### config.mk
export PLATFORM = sky130hd
export DESIGN_NAME = rms_level_smoother
export DESIGN_NICKNAME = d
export VERILOG_FILES = /design/src/rtl/core/rls_pkg.sv /design/src/rtl/core/rls_square_lane.sv /design/src/rtl/core/rls_divider.sv /design/src/rtl/core/rls_sqrt.sv /design/src/rtl/core/rms_level_smoother.sv
export VERILOG_INCLUDE_DIRS = /design/src /design/src/rtl/core
export SDC_FILE = /design/constraint.sdc
export NUM_CORES = 2
export LEC_CHECK = 0
export ABC_AREA = 1
export BUFFER_PORTS_ARGS = -buffer_cell sky130_fd_sc_hd__buf_2
export CAP_MARGIN = 15
export CORE_UTILIZATION = 65
export CTS_CLUSTER_DIAMETER = 50
export DETAILED_ROUTE_END_ITERATION = 8
export HOLD_SLACK_MARGIN = 0.15
export PLACE_DENSITY_LB_ADDON = 0.25
export RECOVER_POWER = 100
export SYNTH_ARGS = -nofsm -noshare
export SYNTH_HDL_FRONTEND = slang
export SYNTH_SLANG_ARGS = --single-unit
### constraint.sdc
create_clock -name clock -period 15.8 [get_ports clock]
set_input_delay 3.16 -clock clock [delete_from_list [all_inputs] [get_ports clock]]
set_output_delay 3.16 -clock clock [all_outputs]
set_load 0.03 [all_outputs]
### src/rtl/core/rms_level_smoother_defines.svh
// Assertion macros shared by the RMS level smoother RTL.
// Pure text macros; no dependencies.
`ifndef RMS_LEVEL_SMOOTHER_DEFINES_SVH
`define RMS_LEVEL_SMOOTHER_DEFINES_SVH

// Same-cycle implication, masked during reset
`define RLS_ASSERT_NOW(label, clk, rst, lhs, rhs) \
   label: assert property (@(posedge clk) disable iff (rst) (lhs) |-> (rhs)) \
      else $error("rms_level_smoother: same-cycle check failed");

// Next-cycle implication, masked during reset
`define RLS_ASSERT_NEXT(label, clk, rst, lhs, rhs) \
   label: assert property (@(posedge clk) disable iff (rst) (lhs) |=> (rhs)) \
      else $error("rms_level_smoother: next-cycle check failed");

`endif

### src/rtl/core/rls_pkg.sv
// Shared types and constants for the RMS level smoother.
// No dependencies.
`timescale 1ns / 1ps

package rls_pkg;

   localparam int SAMPLE_W   = 16;
   localparam int SQUARE_W   = 31;
   localparam int SUM_W      = 44;
   localparam int COUNT_W    = 14;
   localparam int LEVEL_W    = 16;
   localparam int MEAN_W     = 32;
   localparam int DIVISOR_W  = 16;
   localparam int BLEND_W    = 23;
   localparam int RECIP_W    = 18;
   localparam int PROD_W     = BLEND_W + RECIP_W;
   localparam int RECIP_SHIFT = 24;

   localparam logic [LEVEL_W-1:0] CEILING_RESET = 16'd11141;
   localparam logic [LEVEL_W-1:0] FULL_SCALE    = 16'hFFFF;

   // Smoothing: (93 * old + 7 * new + 50) / 100
   localparam logic [BLEND_W-1:0] BLEND_OLD  = 23'd93;
   localparam logic [BLEND_W-1:0] BLEND_NEW  = 23'd7;
   localparam logic [BLEND_W-1:0] BLEND_BIAS = 23'd50;
   localparam logic [BLEND_W-1:0] BLEND_DIV  = 23'd100;
   // floor(2^24 / 100); estimate is low by at most one for blend sums below 2^23
   localparam logic [RECIP_W-1:0] RECIP_100  = 18'd167772;

   // Status of an iterative arithmetic unit
   typedef struct packed {
      logic busy;
      logic done;
   } unit_status_type;

   // Level update sequencer
   typedef enum logic [10:0] {
      S_IDLE       = 11'b00000000001,
      S_MEAN       = 11'b00000000010,
      S_MEAN_WAIT  = 11'b00000000100,
      S_ROOT       = 11'b00000001000,
      S_ROOT_WAIT  = 11'b00000010000,
      S_BLEND      = 11'b00000100000,
      S_RECIP      = 11'b00001000000,
      S_CORR       = 11'b00010000000,
      S_SCALE      = 11'b00100000000,
      S_SCALE_WAIT = 11'b01000000000,
      S_EMIT       = 11'b10000000000
   } seq_state_type;

endpackage

### src/rtl/core/rls_square_lane.sv
// One channel lane: magnitude of a Q1.15 sample, squared and registered.
// Depends on rls_pkg.
`timescale 1ns / 1ps

module rls_square_lane (
   input  logic                              clock,
   input  logic                              load,
   input  logic signed [rls_pkg::SAMPLE_W-1:0] sample,
   output logic        [rls_pkg::SQUARE_W-1:0] square
);

   logic [rls_pkg::SAMPLE_W-1:0]   mag;
   logic [2*rls_pkg::SAMPLE_W-1:0] prod;
   logic [rls_pkg::SQUARE_W-1:0]   square_ff;
   logic [rls_pkg::SQUARE_W-1:0]   square_in;

   // -32768 wraps to 0x8000, which is the right unsigned magnitude
   assign mag       = sample[rls_pkg::SAMPLE_W-1] ? (~sample + 1'b1) : sample;
   assign prod      = mag * mag;
   assign square_in = prod[rls_pkg::SQUARE_W-1:0];

   always_ff @(posedge clock) begin
      if (load) begin
         square_ff <= square_in;
      end
   end

   assign square = square_ff;

endmodule

### src/rtl/core/rls_divider.sv
// Shared restoring divider, one quotient bit per cycle.
// Depends on rls_pkg.
`timescale 1ns / 1ps

module rls_divider (
   input  logic                            clock,
   input  logic                            reset,
   input  logic                            start,
   input  logic [rls_pkg::SUM_W-1:0]       dividend,
   input  logic [rls_pkg::DIVISOR_W-1:0]   divisor,
   output logic [rls_pkg::SUM_W-1:0]       quotient,
   output rls_pkg::unit_status_type        status
);

   localparam int STEP_W = $clog2(rls_pkg::SUM_W + 1);
   localparam logic [STEP_W-1:0] STEPS = STEP_W'(rls_pkg::SUM_W);

   logic                          busy_ff, busy_in;
   logic                          done_ff, done_in;
   logic [STEP_W-1:0]             step_ff, step_in;
   logic [rls_pkg::SUM_W-1:0]     quot_ff, quot_in;
   logic [rls_pkg::DIVISOR_W-1:0] rem_ff, rem_in;
   logic [rls_pkg::DIVISOR_W-1:0] dsr_ff, dsr_in;
   logic [rls_pkg::DIVISOR_W:0]   rem_shift;
   logic [rls_pkg::DIVISOR_W:0]   rem_diff;
   logic                          fits;

   // Trial subtract of the shifted remainder
   assign rem_shift = {rem_ff, quot_ff[rls_pkg::SUM_W-1]};
   assign rem_diff  = rem_shift - {1'b0, dsr_ff};
   assign fits      = rem_shift >= {1'b0, dsr_ff};

   always_comb begin
      busy_in = busy_ff;
      done_in = 1'b0;
      step_in = step_ff;
      quot_in = quot_ff;
      rem_in  = rem_ff;
      dsr_in  = dsr_ff;
      if (start) begin
         busy_in = 1'b1;
         step_in = STEPS;
         quot_in = dividend;
         rem_in  = '0;
         dsr_in  = divisor;
      end else if (busy_ff) begin
         quot_in = {quot_ff[rls_pkg::SUM_W-2:0], fits};
         rem_in  = fits ? rem_diff[rls_pkg::DIVISOR_W-1:0]
                        : rem_shift[rls_pkg::DIVISOR_W-1:0];
         step_in = step_ff - 1'b1;
         if (step_ff == STEP_W'(1)) begin
            busy_in = 1'b0;
            done_in = 1'b1;
         end
      end
   end

   always_ff @(posedge clock) begin
      if (reset) begin
         busy_ff <= 1'b0;
         done_ff <= 1'b0;
         step_ff <= '0;
      end else begin
         busy_ff <= busy_in;
         done_ff <= done_in;
         step_ff <= step_in;
      end
   end

   always_ff @(posedge clock) begin
      quot_ff <= quot_in;
      rem_ff  <= rem_in;
      dsr_ff  <= dsr_in;
   end

   assign quotient    = quot_ff;
   assign status.busy = busy_ff;
   assign status.done = done_ff;

endmodule

### src/rtl/core/rls_sqrt.sv
// Digit-by-digit integer square root, one root bit per cycle.
// Depends on rls_pkg.
`timescale 1ns / 1ps

module rls_sqrt (
   input  logic                          clock,
   input  logic                          reset,
   input  logic                          start,
   input  logic [rls_pkg::MEAN_W-1:0]    operand,
   output logic [rls_pkg::LEVEL_W-1:0]   root,
   output rls_pkg::unit_status_type      status
);

   localparam int ROOT_W = rls_pkg::MEAN_W / 2;
   localparam int STEP_W = $clog2(ROOT_W + 1);
   localparam logic [STEP_W-1:0] STEPS = STEP_W'(ROOT_W);

   logic                       busy_ff, busy_in;
   logic                       done_ff, done_in;
   logic [STEP_W-1:0]          step_ff, step_in;
   logic [rls_pkg::MEAN_W-1:0] x_ff, x_in;
   logic [ROOT_W:0]            rem_ff, rem_in;
   logic [ROOT_W-1:0]          root_ff, root_in;
   logic [ROOT_W+2:0]          rem_shift;
   logic [ROOT_W+2:0]          trial;
   logic [ROOT_W+2:0]          rem_diff;
   logic                       fits;

   // Bring down the next bit pair, trial = 4 * root + 1
   assign rem_shift = {rem_ff, x_ff[rls_pkg::MEAN_W-1 -: 2]};
   assign trial     = {1'b0, root_ff, 2'b01};
   assign rem_diff  = rem_shift - trial;
   assign fits      = rem_shift >= trial;

   always_comb begin
      busy_in = busy_ff;
      done_in = 1'b0;
      step_in = step_ff;
      x_in    = x_ff;
      rem_in  = rem_ff;
      root_in = root_ff;
      if (start) begin
         busy_in = 1'b1;
         step_in = STEPS;
         x_in    = operand;
         rem_in  = '0;
         root_in = '0;
      end else if (busy_ff) begin
         x_in    = {x_ff[rls_pkg::MEAN_W-3:0], 2'b00};
         rem_in  = fits ? rem_diff[ROOT_W:0] : rem_shift[ROOT_W:0];
         root_in = {root_ff[ROOT_W-2:0], fits};
         step_in = step_ff - 1'b1;
         if (step_ff == STEP_W'(1)) begin
            busy_in = 1'b0;
            done_in = 1'b1;
         end
      end
   end

   always_ff @(posedge clock) begin
      if (reset) begin
         busy_ff <= 1'b0;
         done_ff <= 1'b0;
         step_ff <= '0;
      end else begin
         busy_ff <= busy_in;
         done_ff <= done_in;
         step_ff <= step_in;
      end
   end

   always_ff @(posedge clock) begin
      x_ff    <= x_in;
      rem_ff  <= rem_in;
      root_ff <= root_in;
   end

   assign root        = rls_pkg::LEVEL_W'(root_ff);
   assign status.busy = busy_ff;
   assign status.done = done_ff;

endmodule

### src/rtl/core/rms_level_smoother.sv
// A last-of-buffer frame runs the sequencer before rsp_tvalid rises: two 44-step
// divider passes (mean square, then scaled level), the 16-step square root and
// the sequencing states between them.
// Throughput: one frame per cycle between buffer ends; after a buffer-end frame
// the next frame is taken once the sequencer is back in idle at the earliest, later
// while a result waits. Reset (synchronous): sum, count, level clear; ceiling to 11141.
`timescale 1ns / 1ps
`include "rms_level_smoother_defines.svh"

module rms_level_smoother #(
   parameter int MAX_FRAMES = 512
) (
   input  logic        clock,
   input  logic        reset,
   // Frame input
   input  logic        req_tvalid,
   output logic        req_tready,
   input  logic [31:0] req_tdata,   // [15:0] left_sample, [31:16] right_sample
   input  logic        req_tlast,   // last_in_buffer
   // Level output
   output logic        rsp_tvalid,
   input  logic        rsp_tready,
   output logic [31:0] rsp_tdata,   // [15:0] smoothed_level, [31:16] scaled_level
   // Ceiling register
   input  logic        csr_wr_en,
   input  logic [15:0] csr_wr_data
);

   localparam logic [rls_pkg::COUNT_W-1:0] COUNT_LIMIT =
      rls_pkg::COUNT_W'(2 * MAX_FRAMES);
   localparam int RECIP_LO = rls_pkg::RECIP_SHIFT;

   rls_pkg::seq_state_type state_ff, state_in;

   logic                            req_take;
   logic                            lane_vld_ff, lane_vld_in;
   logic                            lane_last_ff, lane_last_in;
   logic [rls_pkg::SQUARE_W-1:0]    square_l, square_r;

   logic [rls_pkg::SUM_W-1:0]       sum_ff, sum_in;
   logic [rls_pkg::COUNT_W-1:0]     count_ff, count_in;
   logic [rls_pkg::LEVEL_W-1:0]     ceiling_ff, ceiling_in;
   logic [rls_pkg::LEVEL_W-1:0]     level_ff, level_in;

   logic                            cnt_zero_ff, cnt_zero_in;
   logic [rls_pkg::MEAN_W-1:0]      mean_ff, mean_in;
   logic [rls_pkg::LEVEL_W-1:0]     rms_ff, rms_in;
   logic [rls_pkg::BLEND_W-1:0]     blend_ff, blend_in;
   logic [rls_pkg::PROD_W-1:0]      prod_ff, prod_in;
   logic [rls_pkg::LEVEL_W-1:0]     scaled_ff, scaled_in;

   logic                            rsp_vld_ff, rsp_vld_in;
   logic [31:0]                     rsp_data_ff, rsp_data_in;

   logic                            div_start;
   logic [rls_pkg::SUM_W-1:0]       div_dividend;
   logic [rls_pkg::DIVISOR_W-1:0]   div_divisor;
   logic [rls_pkg::SUM_W-1:0]       div_quot;
   rls_pkg::unit_status_type        div_stat;

   logic                            root_start;
   logic [rls_pkg::LEVEL_W-1:0]     root_val;
   rls_pkg::unit_status_type        root_stat;

   logic [rls_pkg::PROD_W-RECIP_LO-1:0] q_est;
   logic [rls_pkg::BLEND_W-1:0]     q_rem;
   logic [rls_pkg::PROD_W-RECIP_LO:0] q_fix;
   logic                            rsp_free;

   // Input handshake: hold off while a buffer end is pending or running
   assign req_tready = (state_ff == rls_pkg::S_IDLE) && !(lane_vld_ff && lane_last_ff);
   assign req_take   = req_tvalid && req_tready;

   // Channel lanes
   rls_square_lane u_lane_l (
      .clock  (clock),
      .load   (req_take),
      .sample (req_tdata[15:0]),
      .square (square_l)
   );

   rls_square_lane u_lane_r (
      .clock  (clock),
      .load   (req_take),
      .sample (req_tdata[31:16]),
      .square (square_r)
   );

   // Shared divider: mean square, then scaled level
   assign div_start    = (state_ff == rls_pkg::S_MEAN) || (state_ff == rls_pkg::S_SCALE);
   assign div_dividend = (state_ff == rls_pkg::S_MEAN) ? sum_ff
                       : {{(rls_pkg::SUM_W-2*rls_pkg::LEVEL_W){1'b0}}, level_ff,
                          {rls_pkg::LEVEL_W{1'b0}}};
   assign div_divisor  = (state_ff == rls_pkg::S_MEAN)
                       ? rls_pkg::DIVISOR_W'(count_ff) : ceiling_ff;

   rls_divider u_div (
      .clock    (clock),
      .reset    (reset),
      .start    (div_start),
      .dividend (div_dividend),
      .divisor  (div_divisor),
      .quotient (div_quot),
      .status   (div_stat)
   );

   assign root_start = (state_ff == rls_pkg::S_ROOT);

   rls_sqrt u_sqrt (
      .clock   (clock),
      .reset   (reset),
      .start   (root_start),
      .operand (mean_ff),
      .root    (root_val),
      .status  (root_stat)
   );

   // Divide-by-100 correction: estimate is exact or one low
   assign q_est = prod_ff[rls_pkg::PROD_W-1:RECIP_LO];
   assign q_rem = blend_ff - rls_pkg::BLEND_W'(q_est) * rls_pkg::BLEND_DIV;
   assign q_fix = {1'b0, q_est} + ((q_rem >= rls_pkg::BLEND_DIV) ? 1'b1 : 1'b0);

   assign rsp_free = !rsp_vld_ff || rsp_tready;

   always_comb begin
      state_in     = state_ff;
      lane_vld_in  = req_take;
      lane_last_in = req_take ? req_tlast : lane_last_ff;
      sum_in       = sum_ff;
      count_in     = count_ff;
      ceiling_in   = csr_wr_en ? csr_wr_data : ceiling_ff;
      level_in     = level_ff;
      cnt_zero_in  = cnt_zero_ff;
      mean_in      = mean_ff;
      rms_in       = rms_ff;
      blend_in     = blend_ff;
      prod_in      = prod_ff;
      scaled_in    = scaled_ff;
      rsp_vld_in   = rsp_vld_ff && !rsp_tready;
      rsp_data_in  = rsp_data_ff;

      // Merge stage: fold both lane squares into the running sum while count is below its limit
      if (lane_vld_ff && (count_ff < COUNT_LIMIT)) begin
         sum_in   = sum_ff + rls_pkg::SUM_W'(square_l) + rls_pkg::SUM_W'(square_r);
         count_in = count_ff + rls_pkg::COUNT_W'(2);
      end

      unique case (state_ff)
         rls_pkg::S_IDLE: begin
            if (lane_vld_ff && lane_last_ff) begin
               state_in = rls_pkg::S_MEAN;
            end
         end
         rls_pkg::S_MEAN: begin
            // divider has taken sum and count; start the next buffer afresh
            cnt_zero_in = (count_ff == '0);
            sum_in      = '0;
            count_in    = '0;
            state_in    = rls_pkg::S_MEAN_WAIT;
         end
         rls_pkg::S_MEAN_WAIT: begin
            if (div_stat.done) begin
               mean_in  = cnt_zero_ff ? '0 : div_quot[rls_pkg::MEAN_W-1:0];
               state_in = rls_pkg::S_ROOT;
            end
         end
         rls_pkg::S_ROOT: begin
            state_in = rls_pkg::S_ROOT_WAIT;
         end
         rls_pkg::S_ROOT_WAIT: begin
            if (root_stat.done) begin
               rms_in   = root_val;
               state_in = rls_pkg::S_BLEND;
            end
         end
         rls_pkg::S_BLEND: begin
            blend_in = rls_pkg::BLEND_W'(level_ff) * rls_pkg::BLEND_OLD
                     + rls_pkg::BLEND_W'(rms_ff) * rls_pkg::BLEND_NEW
                     + rls_pkg::BLEND_BIAS;
            state_in = rls_pkg::S_RECIP;
         end
         rls_pkg::S_RECIP: begin
            prod_in  = rls_pkg::PROD_W'(blend_ff) * rls_pkg::PROD_W'(rls_pkg::RECIP_100);
            state_in = rls_pkg::S_CORR;
         end
         rls_pkg::S_CORR: begin
            level_in = (q_fix > rls_pkg::FULL_SCALE) ? rls_pkg::FULL_SCALE
                                                     : rls_pkg::LEVEL_W'(q_fix);
            state_in = rls_pkg::S_SCALE;
         end
         rls_pkg::S_SCALE: begin
            state_in = rls_pkg::S_SCALE_WAIT;
         end
         rls_pkg::S_SCALE_WAIT: begin
            if (div_stat.done) begin
               if ((ceiling_ff == '0) ||
                   (div_quot[rls_pkg::SUM_W-1:rls_pkg::LEVEL_W] != '0)) begin
                  scaled_in = rls_pkg::FULL_SCALE;
               end else begin
                  scaled_in = div_quot[rls_pkg::LEVEL_W-1:0];
               end
               state_in = rls_pkg::S_EMIT;
            end
         end
         rls_pkg::S_EMIT: begin
            if (rsp_free) begin
               rsp_vld_in  = 1'b1;
               rsp_data_in = {scaled_ff, level_ff};
               state_in    = rls_pkg::S_IDLE;
            end
         end
         default: begin
            state_in = rls_pkg::S_IDLE;
         end
      endcase
   end

   // Control state
   always_ff @(posedge clock) begin
      if (reset) begin
         state_ff     <= rls_pkg::S_IDLE;
         lane_vld_ff  <= 1'b0;
         lane_last_ff <= 1'b0;
         sum_ff       <= '0;
         count_ff     <= '0;
         ceiling_ff   <= rls_pkg::CEILING_RESET;
         level_ff     <= '0;
         rsp_vld_ff   <= 1'b0;
      end else begin
         state_ff     <= state_in;
         lane_vld_ff  <= lane_vld_in;
         lane_last_ff <= lane_last_in;
         sum_ff       <= sum_in;
         count_ff     <= count_in;
         ceiling_ff   <= ceiling_in;
         level_ff     <= level_in;
         rsp_vld_ff   <= rsp_vld_in;
      end
   end

   // Working registers
   always_ff @(posedge clock) begin
      cnt_zero_ff <= cnt_zero_in;
      mean_ff     <= mean_in;
      rms_ff      <= rms_in;
      blend_ff    <= blend_in;
      prod_ff     <= prod_in;
      scaled_ff   <= scaled_in;
      rsp_data_ff <= rsp_data_in;
   end

   assign rsp_tvalid = rsp_vld_ff;
   assign rsp_tdata  = rsp_data_ff;

   // Checks
   `RLS_ASSERT_NOW(a_count_bound, clock, reset, 1'b1, (count_ff <= COUNT_LIMIT) && !count_ff[0])
   `RLS_ASSERT_NEXT(a_clear_on_mean, clock, reset, state_ff == rls_pkg::S_MEAN, (count_ff == '0) && (sum_ff == '0))
   `RLS_ASSERT_NOW(a_rsp_from_emit, clock, reset, $rose(rsp_vld_ff), $past(state_ff == rls_pkg::S_EMIT))
   `RLS_ASSERT_NOW(a_one_unit_busy, clock, reset, 1'b1, !(div_stat.busy && root_stat.busy))

endmodule
==> impl_metrics.py <==
metrics = {
    "outcome": {
        "status": "complete, but fails checks",
        "failed_checks": "max-capacitance violations, max-slew violations",
    },
    "floorplanning": {
        "ios": 88,
        "start_util": 0.658,
        "dieArea_sq_um": 79600,
        "floorplan.rows": 102,
        "die_h_microns": 282,
        "core_region_area_sq_um": 77600,
        "chipWidth_microns": 282,
    },
    "timing": {
        "timing.fmax_mhz": 93.3,
        "slew_violations": 424,
        "fin_crit_ns": 10.71,
        "setup_ws_ns": 5.09,
        "skew_ns": 0.0397,
        "setup_viol": 0,
        "setup_tns_ns": 0,
        "rsz0062_at_grt": "no",
        "tightest_slew_ns": 3.13,
        "hold_violations": 0,
        "fin_crit_sh": 0.678,
        "max-slew-margin-rel": -1.09,
        "holdWs_ns": 0.420,
    },
    "layout": {
        "drive_gt1_frac": 0.0367,
        "final_nets": 7226,
        "area_delta_synth_final_pct": 5.63,
        "final_util": 0.695,
    },
    "synthesis": {
        "synth_top_cell_by_area": "fa_1",
        "synth.most_common_cell": "inv_1",
        "synth_cell_types": 64,
        "synth_area_per_cell_sq_um": 8.70,
        "postSynthCellCount": 5867,
        "yosysWarnings": 0,
        "async_flop_share": 0,
        "yosys-top-cells-count": "inv_1 (1246), nand2_1 (933), fa_1 (614)",
        "synth-main-ff-cell": "edfxtp_1",
        "synth_seq_area_share": 0.236,
        "synth-edff-count": 289,
        "synthTopCellsByArea": "fa_1 (24%), edfxtp_1 (17%), ha_1 (15%), inv_1 (9.2%), nand2_1 (6.9%)",
        "ys_ff_latch": 456,
        "netlist_area_sq_um": 51000,
        "synthDominantCellAreaShare": 0.241,
    },
    "clock_network": {
        "cts_buffer_depth": 3,
        "post_cts_buffers": 0,
        "clk_pin_slew_ns": 0.06,
        "insertion_delay_ns": 0.61,
        "cts_resized": 0,
        "cts_tree": "yes",
        "clock_sinks": 456,
        "cts_buffers": 49,
        "htreeDepth": 2,
        "root_buffer": "clkbuf_16",
        "cts_hold_buf": 0,
    },
    "grt": {
        "antenna_found_initial": 1,
        "grt_max_degree": 61,
        "grt_first_pass_wirelength_microns": 201000,
        "grt_usage": 0.321,
        "grt_pass1_vias": 40128,
        "grt.overflow.total": 0,
    },
    "critical_path": {
        "reg2reg_to": "level_ff[2]",
        "r2r_start": "prod_ff[30]",
        "worstPathMaxFanout": 20,
        "ff2ff_setup_slack_ns": 8.34,
        "worst_r2r_path_depth": 34,
        "start_kind": "input pin",
        "critPathRequiredTime_ns": 16.13,
        "cp.arrival_ns": 11.05,
        "path_class": "input pin to register",
        "cp-end-kind": "register",
    },
    "placed_design": {
        "portBuffers": 87,
        "gp_congestion": 1.01,
        "dp_hpwl_microns": 102000,
        "place_ws_ns": 5.11,
    },
    "pwr": {
        "power_mw": 10.5,
        "p_leak_nw": 26.8,
        "irDropWorstVdd_mv": 0.328,
        "power.density_nw_per_um2": 195,
    },
    "hold_path": {
        "hold_class": "register to register",
        "holdPathStages": 0,
        "worst_hold_startpoint": "scaled_ff[2]",
        "hold_end": "rsp_tdata[18]",
    },
    "drt": {
        "via_per_inst": 5.54,
        "detail-route-antenna-nets": 0,
        "first_pass_iters": 6,
        "wirelength_microns": 124000,
        "drt_iter0_drc": 2464,
        "num_vias": 38980,
        "wire_per_inst_microns": 17.6,
        "drc_errors": 0,
    },
    "flow_run": {
        "drv_cap": 10,
    },
}
## metal layers
metal	GRT usage	share of wire	vias to the layer above
li1	-	-	18775
met1	0.389	0.40	18731
met5	0	0.00010	-
met3	0.0330	0.048	307
met2	0.565	0.49	1165
met4	0.165	0.058	2
## per-stage QoR
stage / instances / cell area, sq um
after floorplan: 5891 / 51100
after global placement: 6942 / 52500
after detailed placement: 6942 / 52500
after CTS: 7034 / 54100
after global routing: 7034 / 53900
final: 7035 / 53900
## state kept, by name (all words and copies together) (netlist names), 23 cells and up
| signal | cells |
|---|---|
| u_div.quotient | 44 |
| mean_ff | 32 |
| u_lane_r.square | 30 |
| rsp_tdata | 32 |
| blend_ff | 23 |
| u_lane_l.square | 30 |
| sum_ff | 44 |
| u_sqrt.x_ff | 32 |
## cells in the final DEF, fill, tap and decap left out, drive strengths merged, types with 2 or more instances in the layout
cell	count
a211oi	6
a21boi	14
a21o	31
a21oi	290
a221oi	5
a31oi	35
a32o	5
and2	2
and3	2
buf	53
clkbuf	120
clkinv	20
clkinvlp	3
conb	26
dfxtp	167
edfxtp	289
fa	614
ha	605
inv	1279
nand2	953
nand3	211
nand3b	12
nand4	47
nor2	556
nor3	72
nor4	24
o211ai	14
o21a	15
o21ai	252
o21bai	40
o221ai	2
o22ai	42
or2	15
xnor2	56
xor2	109
## area by class of cell
cell class                      instances  area (sq um)
Multi-Input combinational cell       4062         33700
Fill cell                            6235         23700
Sequential cell                       456         12000
Inverter                             1279          4810
Clock buffer                           68          1350
Tap cell                             1040          1300
Timing Repair Buffer                  105           465
Clock inverter                         24           239
Antenna cell                            1          2.50
## how the worst max path moves through the flow
stage	start	end	slack, ns	depth (start not counted)
finish	req_tdata[0]	u_lane_l.square[23]	5.09	24
global route	req_tdata[0]	u_lane_l.square[19]	4.59	25
CTS	req_tdata[16]	u_lane_r.square[28]	5.75	26
detailed placement	req_tdata[16]	u_lane_r.square[28]	5.11	26
global placement	req_tdata[16]	u_lane_r.square[28]	5.31	26
floorplan	req_tdata[16]	u_lane_r.square[28]	6.26	29
## cells by family after synthesis
logic type,after synthesis,share of synthesized area
xor+xnor,165,0.0290
simple gates,1894,0.158
flops,456,0.236
fa+ha+maj,1219,0.389
other cells,2,0.000147
compound gates,758,0.0846
buf+inv,1373,0.104
## worst max-delay path: stages
cell and delay, ns:
clkbuf_1 0.18, clkinvlp_2 0.77, ha_1 0.58, nor2_1 0.11
nand2_1 0.06, nand2_1 0.25, clkinv_1 0.71, nor2_1 0.49
fa_1 0.51, fa_1 0.59, fa_1 0.45, fa_1 0.55
inv_1 0.05, fa_1 0.45, fa_1 0.49, inv_1 0.04
ha_1 0.37, nand2_1 0.11, nand2_1 0.05, a31oi_1 0.22
nand2_1 0.22, a21oi_1 0.28, o21ai_0 0.15, xor2_1 0.18
## power breakdown
part	leakage [nW]	internal, mW	switching [mW]	total, mW
Clock	0.782	0.628	0.500	1.13
Sequential	4.04	1.77	0.156	1.92
Combinational	22.0	2.73	4.71	7.44
Total	26.8	5.13	5.36	10.5
No activity file was read; power rests on OpenSTA's default activity.
